===== src/rtl/twcr_pkg.sv =====
// ----------------------------------------------------------------------------
// twcr_pkg
// Shared constants and types of the two-wire character receiver.
// ----------------------------------------------------------------------------
package twcr_pkg;

  // longest message kept, in characters
  localparam int unsigned MAX_CHARS = 64;
  // width of the message length counter, able to hold MAX_CHARS itself
  localparam int unsigned TEXT_W    = $clog2(MAX_CHARS + 1);

  // field widths
  localparam int unsigned CHAR_W    = 7;
  localparam int unsigned INDEX_W   = 6;
  localparam int unsigned LENGTH_W  = 7;
  localparam int unsigned PADDR_W   = 3;
  localparam int unsigned PDATA_W   = 32;

  // last bit position of the character before the parity bit
  localparam logic [2:0] LAST_DATA_BIT = 3'd6;

  // register reset values
  localparam logic [LENGTH_W-1:0] MIN_LEN_RESET = 7'd9;

  // register indexes
  localparam logic REG_MIN_LEN = 1'b0;

  // edge event codes
  localparam logic [1:0] OP_CLK_FALL  = 2'd0;
  localparam logic [1:0] OP_CLK_RISE  = 2'd1;
  localparam logic [1:0] OP_DATA_FALL = 2'd2;
  localparam logic [1:0] OP_DATA_RISE = 2'd3;

  // one result beat
  typedef struct packed {
    logic                line_drive;
    logic                line_value;
    logic                char_valid;
    logic [CHAR_W-1:0]   char_value;
    logic [INDEX_W-1:0]  char_index;
    logic                message_done;
    logic [LENGTH_W-1:0] message_length;
  } result_t;

endpackage


===== src/rtl/twcr_cfg.sv =====
// ----------------------------------------------------------------------------
// twcr_cfg
// APB register file holding the hand-off length threshold.
// ----------------------------------------------------------------------------
module twcr_cfg (
  input  logic                              clk_i,
  input  logic                              rst_ni,
  input  logic                              psel,
  input  logic                              penable,
  input  logic                              pwrite,
  input  logic [twcr_pkg::PADDR_W-1:0]      paddr,
  input  logic [twcr_pkg::PDATA_W-1:0]      pwdata,
  output logic [twcr_pkg::PDATA_W-1:0]      prdata,
  output logic                              pready,
  output logic [twcr_pkg::LENGTH_W-1:0]     min_len_o
);

  logic                          wr_en;
  logic                          reg_sel;
  logic [twcr_pkg::LENGTH_W-1:0] min_len_q;
  logic [twcr_pkg::LENGTH_W-1:0] min_len_d;

  // register index sits above the byte offset
  assign reg_sel = paddr[2];
  assign pready  = 1'b1;
  assign wr_en   = psel && penable && pwrite && pready && (reg_sel == twcr_pkg::REG_MIN_LEN);

  // threshold register
  assign min_len_d = wr_en ? pwdata[twcr_pkg::LENGTH_W-1:0] : min_len_q;

  always_ff @(posedge clk_i or negedge rst_ni) begin
    if (!rst_ni) begin
      min_len_q <= twcr_pkg::MIN_LEN_RESET;
    end else begin
      min_len_q <= min_len_d;
    end
  end

  // read back
  always_comb begin
    prdata = '0;
    if (reg_sel == twcr_pkg::REG_MIN_LEN) begin
      prdata[twcr_pkg::LENGTH_W-1:0] = min_len_q;
    end
  end

  assign min_len_o = min_len_q;

endmodule


===== src/rtl/twcr_core.sv =====
// ----------------------------------------------------------------------------
// twcr_core
// Line state tracker: bit shifter, parity check, ack drive and message count.
// ----------------------------------------------------------------------------
module twcr_core (
  input  logic                          clk_i,
  input  logic                          rst_ni,
  input  logic                          accept_i,
  input  logic [1:0]                    op_i,
  input  logic                          data_level_i,
  input  logic [twcr_pkg::LENGTH_W-1:0] min_len_i,
  output twcr_pkg::result_t             res_o
);

  localparam int unsigned EXT_W = twcr_pkg::TEXT_W + twcr_pkg::LENGTH_W;

  logic                          clk_high_q, clk_high_d;
  logic [2:0]                    bit_pos_q, bit_pos_d;
  logic                          ones_odd_q, ones_odd_d;
  logic [twcr_pkg::CHAR_W-1:0]   shift_q, shift_d;
  logic                          ack_pend_q, ack_pend_d;
  logic                          ack_lvl_q, ack_lvl_d;
  logic                          drive_on_q, drive_on_d;
  logic                          drive_lvl_q, drive_lvl_d;
  logic [twcr_pkg::TEXT_W-1:0]   text_len_q, text_len_d;
  logic [twcr_pkg::TEXT_W-1:0]   len_after;
  logic [EXT_W-1:0]              len_ext;
  logic [EXT_W-1:0]              min_ext;
  logic [EXT_W-1:0]              idx_ext;
  logic [2:0]                    bit_idx;
  logic                          parity_ok;
  logic                          room;
  logic                          appended;
  logic                          done;

  assign bit_idx   = twcr_pkg::LAST_DATA_BIT - bit_pos_q;
  assign parity_ok = (data_level_i == ~ones_odd_q);
  assign room      = (text_len_q < twcr_pkg::TEXT_W'(twcr_pkg::MAX_CHARS));
  assign min_ext   = {{twcr_pkg::TEXT_W{1'b0}}, min_len_i};
  assign idx_ext   = {{twcr_pkg::LENGTH_W{1'b0}}, text_len_q};

  // next state for one event
  always_comb begin
    clk_high_d  = clk_high_q;
    bit_pos_d   = bit_pos_q;
    ones_odd_d  = ones_odd_q;
    shift_d     = shift_q;
    ack_pend_d  = ack_pend_q;
    ack_lvl_d   = ack_lvl_q;
    drive_on_d  = drive_on_q;
    drive_lvl_d = drive_lvl_q;
    len_after   = text_len_q;
    appended    = 1'b0;
    done        = 1'b0;
    case (op_i)
      twcr_pkg::OP_CLK_FALL: begin
        clk_high_d = 1'b0;
      end
      twcr_pkg::OP_CLK_RISE: begin
        clk_high_d = 1'b1;
        if (ack_pend_q) begin
          // release the line after the ack bit
          ack_pend_d = 1'b0;
          drive_on_d = 1'b0;
        end else if (bit_pos_q <= twcr_pkg::LAST_DATA_BIT) begin
          // shift one data bit in, msb first
          shift_d[bit_idx] = data_level_i;
          ones_odd_d       = ones_odd_q ^ data_level_i;
          bit_pos_d        = bit_pos_q + 3'd1;
        end else if (parity_ok) begin
          // parity bit good: append nonzero char if there is room
          if ((shift_q != '0) && room) begin
            appended  = 1'b1;
            len_after = text_len_q + twcr_pkg::TEXT_W'(1);
          end
          ack_lvl_d = 1'b1;
        end else begin
          ack_lvl_d = 1'b0;
        end
      end
      twcr_pkg::OP_DATA_FALL: begin
        // drive the ack level and start a new character
        if (!clk_high_q) begin
          drive_on_d  = 1'b1;
          drive_lvl_d = ack_lvl_q;
          bit_pos_d   = '0;
          ones_odd_d  = 1'b0;
          shift_d     = '0;
          ack_pend_d  = 1'b1;
          ack_lvl_d   = 1'b0;
        end
      end
      twcr_pkg::OP_DATA_RISE: begin
        // stop condition hands off a long enough message
        if (clk_high_q && (bit_pos_q == '0) && (idx_ext > min_ext)) begin
          done = 1'b1;
        end
      end
      default: begin
        clk_high_d = clk_high_q;
      end
    endcase
    text_len_d = done ? '0 : len_after;
  end

  assign len_ext = {{twcr_pkg::LENGTH_W{1'b0}}, len_after};

  // state registers
  always_ff @(posedge clk_i or negedge rst_ni) begin
    if (!rst_ni) begin
      clk_high_q  <= 1'b0;
      bit_pos_q   <= '0;
      ones_odd_q  <= 1'b0;
      shift_q     <= '0;
      ack_pend_q  <= 1'b0;
      ack_lvl_q   <= 1'b0;
      drive_on_q  <= 1'b0;
      drive_lvl_q <= 1'b0;
      text_len_q  <= '0;
    end else if (accept_i) begin
      clk_high_q  <= clk_high_d;
      bit_pos_q   <= bit_pos_d;
      ones_odd_q  <= ones_odd_d;
      shift_q     <= shift_d;
      ack_pend_q  <= ack_pend_d;
      ack_lvl_q   <= ack_lvl_d;
      drive_on_q  <= drive_on_d;
      drive_lvl_q <= drive_lvl_d;
      text_len_q  <= text_len_d;
    end
  end

  // result of this event
  always_comb begin
    res_o.line_drive     = drive_on_d;
    res_o.line_value     = drive_on_d & drive_lvl_d;
    res_o.char_valid     = appended;
    res_o.char_value     = appended ? shift_q : '0;
    res_o.char_index     = appended ? idx_ext[twcr_pkg::INDEX_W-1:0] : '0;
    res_o.message_done   = done;
    res_o.message_length = len_ext[twcr_pkg::LENGTH_W-1:0];
  end

endmodule


===== src/rtl/twcr_out_reg.sv =====
// ----------------------------------------------------------------------------
// twcr_out_reg
// Result register with valid/stall handshake toward the consumer.
// ----------------------------------------------------------------------------
module twcr_out_reg (
  input  logic              clk_i,
  input  logic              rst_ni,
  input  logic              load_i,
  input  twcr_pkg::result_t res_i,
  input  logic              out_stall_i,
  output logic              out_valid_o,
  output logic              busy_o,
  output twcr_pkg::result_t res_o
);

  logic              valid_q, valid_d;
  twcr_pkg::result_t res_q;

  // full while the consumer stalls a held beat
  assign busy_o  = valid_q && out_stall_i;
  assign valid_d = load_i || busy_o;

  always_ff @(posedge clk_i or negedge rst_ni) begin
    if (!rst_ni) begin
      valid_q <= 1'b0;
    end else begin
      valid_q <= valid_d;
    end
  end

  // payload, no reset
  always_ff @(posedge clk_i) begin
    if (load_i) begin
      res_q <= res_i;
    end
  end

  assign out_valid_o = valid_q;
  assign res_o       = res_q;

endmodule


===== src/rtl/two_wire_char_receiver.sv =====
// ----------------------------------------------------------------------------
// two_wire_char_receiver
// Decodes clock/data line edge events into parity-checked characters.
// ----------------------------------------------------------------------------
//   channel   direction  handshake                  payload
//   in        input      in_valid_i / in_stall_o    op_i, data_level_i
//   out       output     out_valid_o / out_stall_i  line_drive_o .. message_length_o
//   cfg       input      APB psel/penable/pready    threshold at byte address 0
//
// One event per cycle while in_stall_o is low; its result appears in the cycle after acceptance.
// Line state updates at the accepting edge, the result register holds the beat.
// in_stall_o is high only while a result beat is held under out_stall_i.
// Reset clears the line state, the message length and the output valid.
// ----------------------------------------------------------------------------
module two_wire_char_receiver (
  input  logic                          clk_i,
  input  logic                          rst_ni,
  // event beats
  input  logic                          in_valid_i,
  output logic                          in_stall_o,
  input  logic [1:0]                    op_i,
  input  logic                          data_level_i,
  // result beats
  output logic                          out_valid_o,
  input  logic                          out_stall_i,
  output logic                          line_drive_o,
  output logic                          line_value_o,
  output logic                          char_valid_o,
  output logic [twcr_pkg::CHAR_W-1:0]   char_value_o,
  output logic [twcr_pkg::INDEX_W-1:0]  char_index_o,
  output logic                          message_done_o,
  output logic [twcr_pkg::LENGTH_W-1:0] message_length_o,
  // configuration
  input  logic                          psel,
  input  logic                          penable,
  input  logic                          pwrite,
  input  logic [twcr_pkg::PADDR_W-1:0]  paddr,
  input  logic [twcr_pkg::PDATA_W-1:0]  pwdata,
  output logic [twcr_pkg::PDATA_W-1:0]  prdata,
  output logic                          pready
);

  logic                          accept;
  logic                          busy;
  logic [twcr_pkg::LENGTH_W-1:0] min_len;
  twcr_pkg::result_t             res_next;
  twcr_pkg::result_t             res_out;

  assign in_stall_o = busy;
  assign accept     = in_valid_i && !busy;

  // threshold register
  twcr_cfg u_cfg (
    .clk_i     (clk_i),
    .rst_ni    (rst_ni),
    .psel      (psel),
    .penable   (penable),
    .pwrite    (pwrite),
    .paddr     (paddr),
    .pwdata    (pwdata),
    .prdata    (prdata),
    .pready    (pready),
    .min_len_o (min_len)
  );

  // line state and event decode
  twcr_core u_core (
    .clk_i        (clk_i),
    .rst_ni       (rst_ni),
    .accept_i     (accept),
    .op_i         (op_i),
    .data_level_i (data_level_i),
    .min_len_i    (min_len),
    .res_o        (res_next)
  );

  // result register
  twcr_out_reg u_out (
    .clk_i       (clk_i),
    .rst_ni      (rst_ni),
    .load_i      (accept),
    .res_i       (res_next),
    .out_stall_i (out_stall_i),
    .out_valid_o (out_valid_o),
    .busy_o      (busy),
    .res_o       (res_out)
  );

  assign line_drive_o     = res_out.line_drive;
  assign line_value_o     = res_out.line_value;
  assign char_valid_o     = res_out.char_valid;
  assign char_value_o     = res_out.char_value;
  assign char_index_o     = res_out.char_index;
  assign message_done_o   = res_out.message_done;
  assign message_length_o = res_out.message_length;

endmodule


===== config.mk =====
export PLATFORM = sky130hd
export DESIGN_NAME = two_wire_char_receiver
export DESIGN_NICKNAME = d
export VERILOG_FILES = /design/src/rtl/twcr_pkg.sv /design/src/rtl/twcr_cfg.sv /design/src/rtl/twcr_core.sv /design/src/rtl/twcr_out_reg.sv /design/src/rtl/two_wire_char_receiver.sv
export SDC_FILE = /design/constraint.sdc
export NUM_CORES = 1
export LEC_CHECK = 0
export BUFFER_PORTS_ARGS = -buffer_cell sky130_fd_sc_hd__buf_2
export CORE_ASPECT_RATIO = 1.1
export CORE_UTILIZATION = 55
export DETAILED_ROUTE_END_ITERATION = 16
export PLACE_DENSITY = 0.95
export SKIP_CTS_REPAIR_TIMING = 1
export SYNTH_ARGS = -nofsm -noshare
export SYNTH_HDL_FRONTEND = slang
export SYNTH_SLANG_ARGS = --single-unit

===== constraint.sdc =====
create_clock -name clk_i -period 3.27 [get_ports clk_i]
set_input_delay 0.654 -clock clk_i [delete_from_list [all_inputs] [get_ports clk_i]]
set_output_delay 0.654 -clock clk_i [all_outputs]
set_load 0.05 [all_outputs]

==> metrics.txt <==
Detailed Routing Iterations Pass 1 4; ys async rst share 56.36%; Setup TNS 0 ns; drt drc 0; vias in the first global route 2222; Rel. slew slack 45.58%; fmax 0.4101 GHz; H-tree depth 2; area growth from synthesis to layout 9.207%; leak pwr 1.527 nW; placer's final routability congestion estimate 0.8834; Netlist cell types 57; layout cells sized above 1 24.21%; Int Pwr 1.194 mW; global route overflow 0; synth warn 0; CTS Buf Count 5; final setup margin 0.8318 ns; Antenna diodes 0; Seq/Total Area, Yosys 47.75%; FP Rows 28; NetSw 0.7568 mW; Slew @ Worst Pin 0.8154 ns; Fin. Hold Viols 0; clock power share 18.9%; clock sinks 55; total power 1.951 mW; total wire length 5898 um; WP depth 7; Initial Util 57.81%; Slew Limit Fails 0; die height 81.24 um; Final setup violation count 0; PD cells 569.0 nW/um^2; number of port buffers 50; die area 6014 um^2; number of DRC markers in iteration 0 213; Max stage delay on crit path 0.50 ns; max_cap viols 0; CP endpoint kind register; number of synthesized register bits 55; fin crit period 2.438 ns; Worst VDD drop 241.6 uV; most frequent cells in the layout 50 x buf_2, 29 x dfrtp_1, 26 x conb_1, 24 x nand2_1, 24 x edfxtp_1; Final ANT Viol Nets 0; most common cell after layout, fill and taps aside buf_2; Ports 104; CTS Root Buffer Type clkbuf_8; Max clock buf depth 2; Gate power share 35.1%; Reg clk slew, reported paths 0.09 ns; Crit Path Class input pin to register; dominant synthesized flop cell dfrtp_1; CP Data Required Time 3.44 ns; fin util 63.13%; CTS tree yes; CP top delay family compound AO/OA/AOI/OAI gates; Routed wire per std cell 13.98 um; worst path cell trace buf_2 -> inv_1 -> ha_1 -> nand2b_1 -> a21oi_1 -> and2_1 -> o221ai_1; Hold Slack 0.3891 ns; vias 2342; largest net degree at the start of global routing 32; post-DR vias/cell 5.550; RSZ-0062 raised after global routing no; initial antenna violation count 0; Core ar. 5430 um^2; Netlist Area Pre-Place 3139 um^2; critical path launch point type input pin; number of flops mapped to enable cells by yosys 24; Synth area leaders dfrtp_1 23%, edfxtp_1 23%, buf_4 6.5%; critical path buffer and inverter count 2; crit share post-route 74.56%; Net Sw Frac 38.80%; sequential power share 46.0%; synthesized area per cell 10.57 um^2; gate count of the mapped netlist 297; worst skew pair latency 0.31 ns; Hold Crit Class input pin to async pin; Layout Nets 406; R2R depth 6; post-synth top area share 23.12%; Worst Clk Skew 0.003787 ns; Crit Path Max Fanout 16; Die Span X 74.04 um; CP arrival 2.61 ns; total track usage 21.85%; first-pass GRT wire length 9970 um; detailed placement HPWL 4234 um; pre-CTS setup slack 0.5232 ns; fillers 427; status completed; cell taking the most area after synthesis dfrtp_1; Crit-path slowest cell a21oi_1
-- synthesized netlist by cell type, types with 5 or more instances --
cell	n
a21oi_1	6
and2_1	9
buf_4	27
clkbuf_1	5
dfrtp_1	29
edfxtp_1	24
ha_1	15
inv_1	23
mux2_2	8
nand2_1	24
nand4_1	7
nor2_1	12
nor2b_1	6
nor3_1	10
o211ai_1	6
o21ai_0	7
o221ai_1	5
or3_1	6
-- state kept, by name (all words and copies together), names as in the netlist --
name,count
u_out.res_o,24
u_cfg.min_len_o,7
u_core.shift_q,7
u_core.text_len_q,7
u_core.bit_pos_q,3
u_core.ack_lvl_q,1
u_core.ack_pend_q,1
u_core.clk_high_q,1
u_core.drive_lvl_q,1
u_core.drive_on_q,1
u_core.ones_odd_q,1
u_out.out_valid_o,1
-- layer usage --
layer	GRT usage [%]	wire (um)	vias up
met3	3.598	350	11
li1	-	-	1118
met1	26.65	2417	1118
met4	10.00	115	0
met5	0	0	-
met2	37.55	3014	95
-- metrics by stage --
step / instance area, um^2 / std cells
after floorplan: 3229 / 321
after global placement: 3343 / 414
after detailed placement: 3343 / 414
after CTS: 3428 / 422
after global routing: 3428 / 422
final: 3428 / 422
-- final timing paths --
check,startpoint,to,slack [ns]
max in group asynchronous,rst_ni,u_core.shift_q[0],2.42
max reg2reg,u_core.bit_pos_q[0],u_core.text_len_q[5],0.84
max,op_i[0],u_core.shift_q[6],0.83
min,rst_ni,u_core.text_len_q[1],0.39
min reg2reg,u_cfg.min_len_o[6],u_cfg.min_len_o[6],0.52
min in group clk_i,u_cfg.min_len_o[6],u_cfg.min_len_o[6],0.52
-- cell families (layout without fill, tap and decap cells) --
group,after synthesis,after routing,synth area share (%)
muxes,9,9,3.189
AOI/OAI and AO/OA,54,54,12.95
DFF,55,55,47.75
xor gates and xnor gates,5,5,1.395
other,2,26,0.2392
buffers and inverters,60,86,11.28
adders and majority gates,15,15,5.978
and+or+nand+nor,97,97,17.22
-- area by class of cell --
cell class                 count  area [um^2]  area share (%)
clock buffer                   6        72.57           2.117
clock inverter                 2        12.51          0.3650
inverter                      23        86.33           2.518
multi-input combinational    206         1376           40.15
sequential                    55         1499           43.72
tap                           75        93.84           2.737
timing repair buffer          55        287.8           8.394
-- power groups by stage --
stage | clock (mW) | sequential [mW] | combinational, mW
6_report | 0.368 | 0.898 | 0.685
5_1_grt | 0.400 | 0.913 | 0.754
4_1_cts | 0.375 | 0.894 | 0.680
3_5_place_dp | 0 | 0.907 | 0.675
3_3_place_gp | 0 | 0.901 | 0.646
2_1_floorplan | 0 | 0.937 | 0.528
Power figures use the tool's default switching activity.
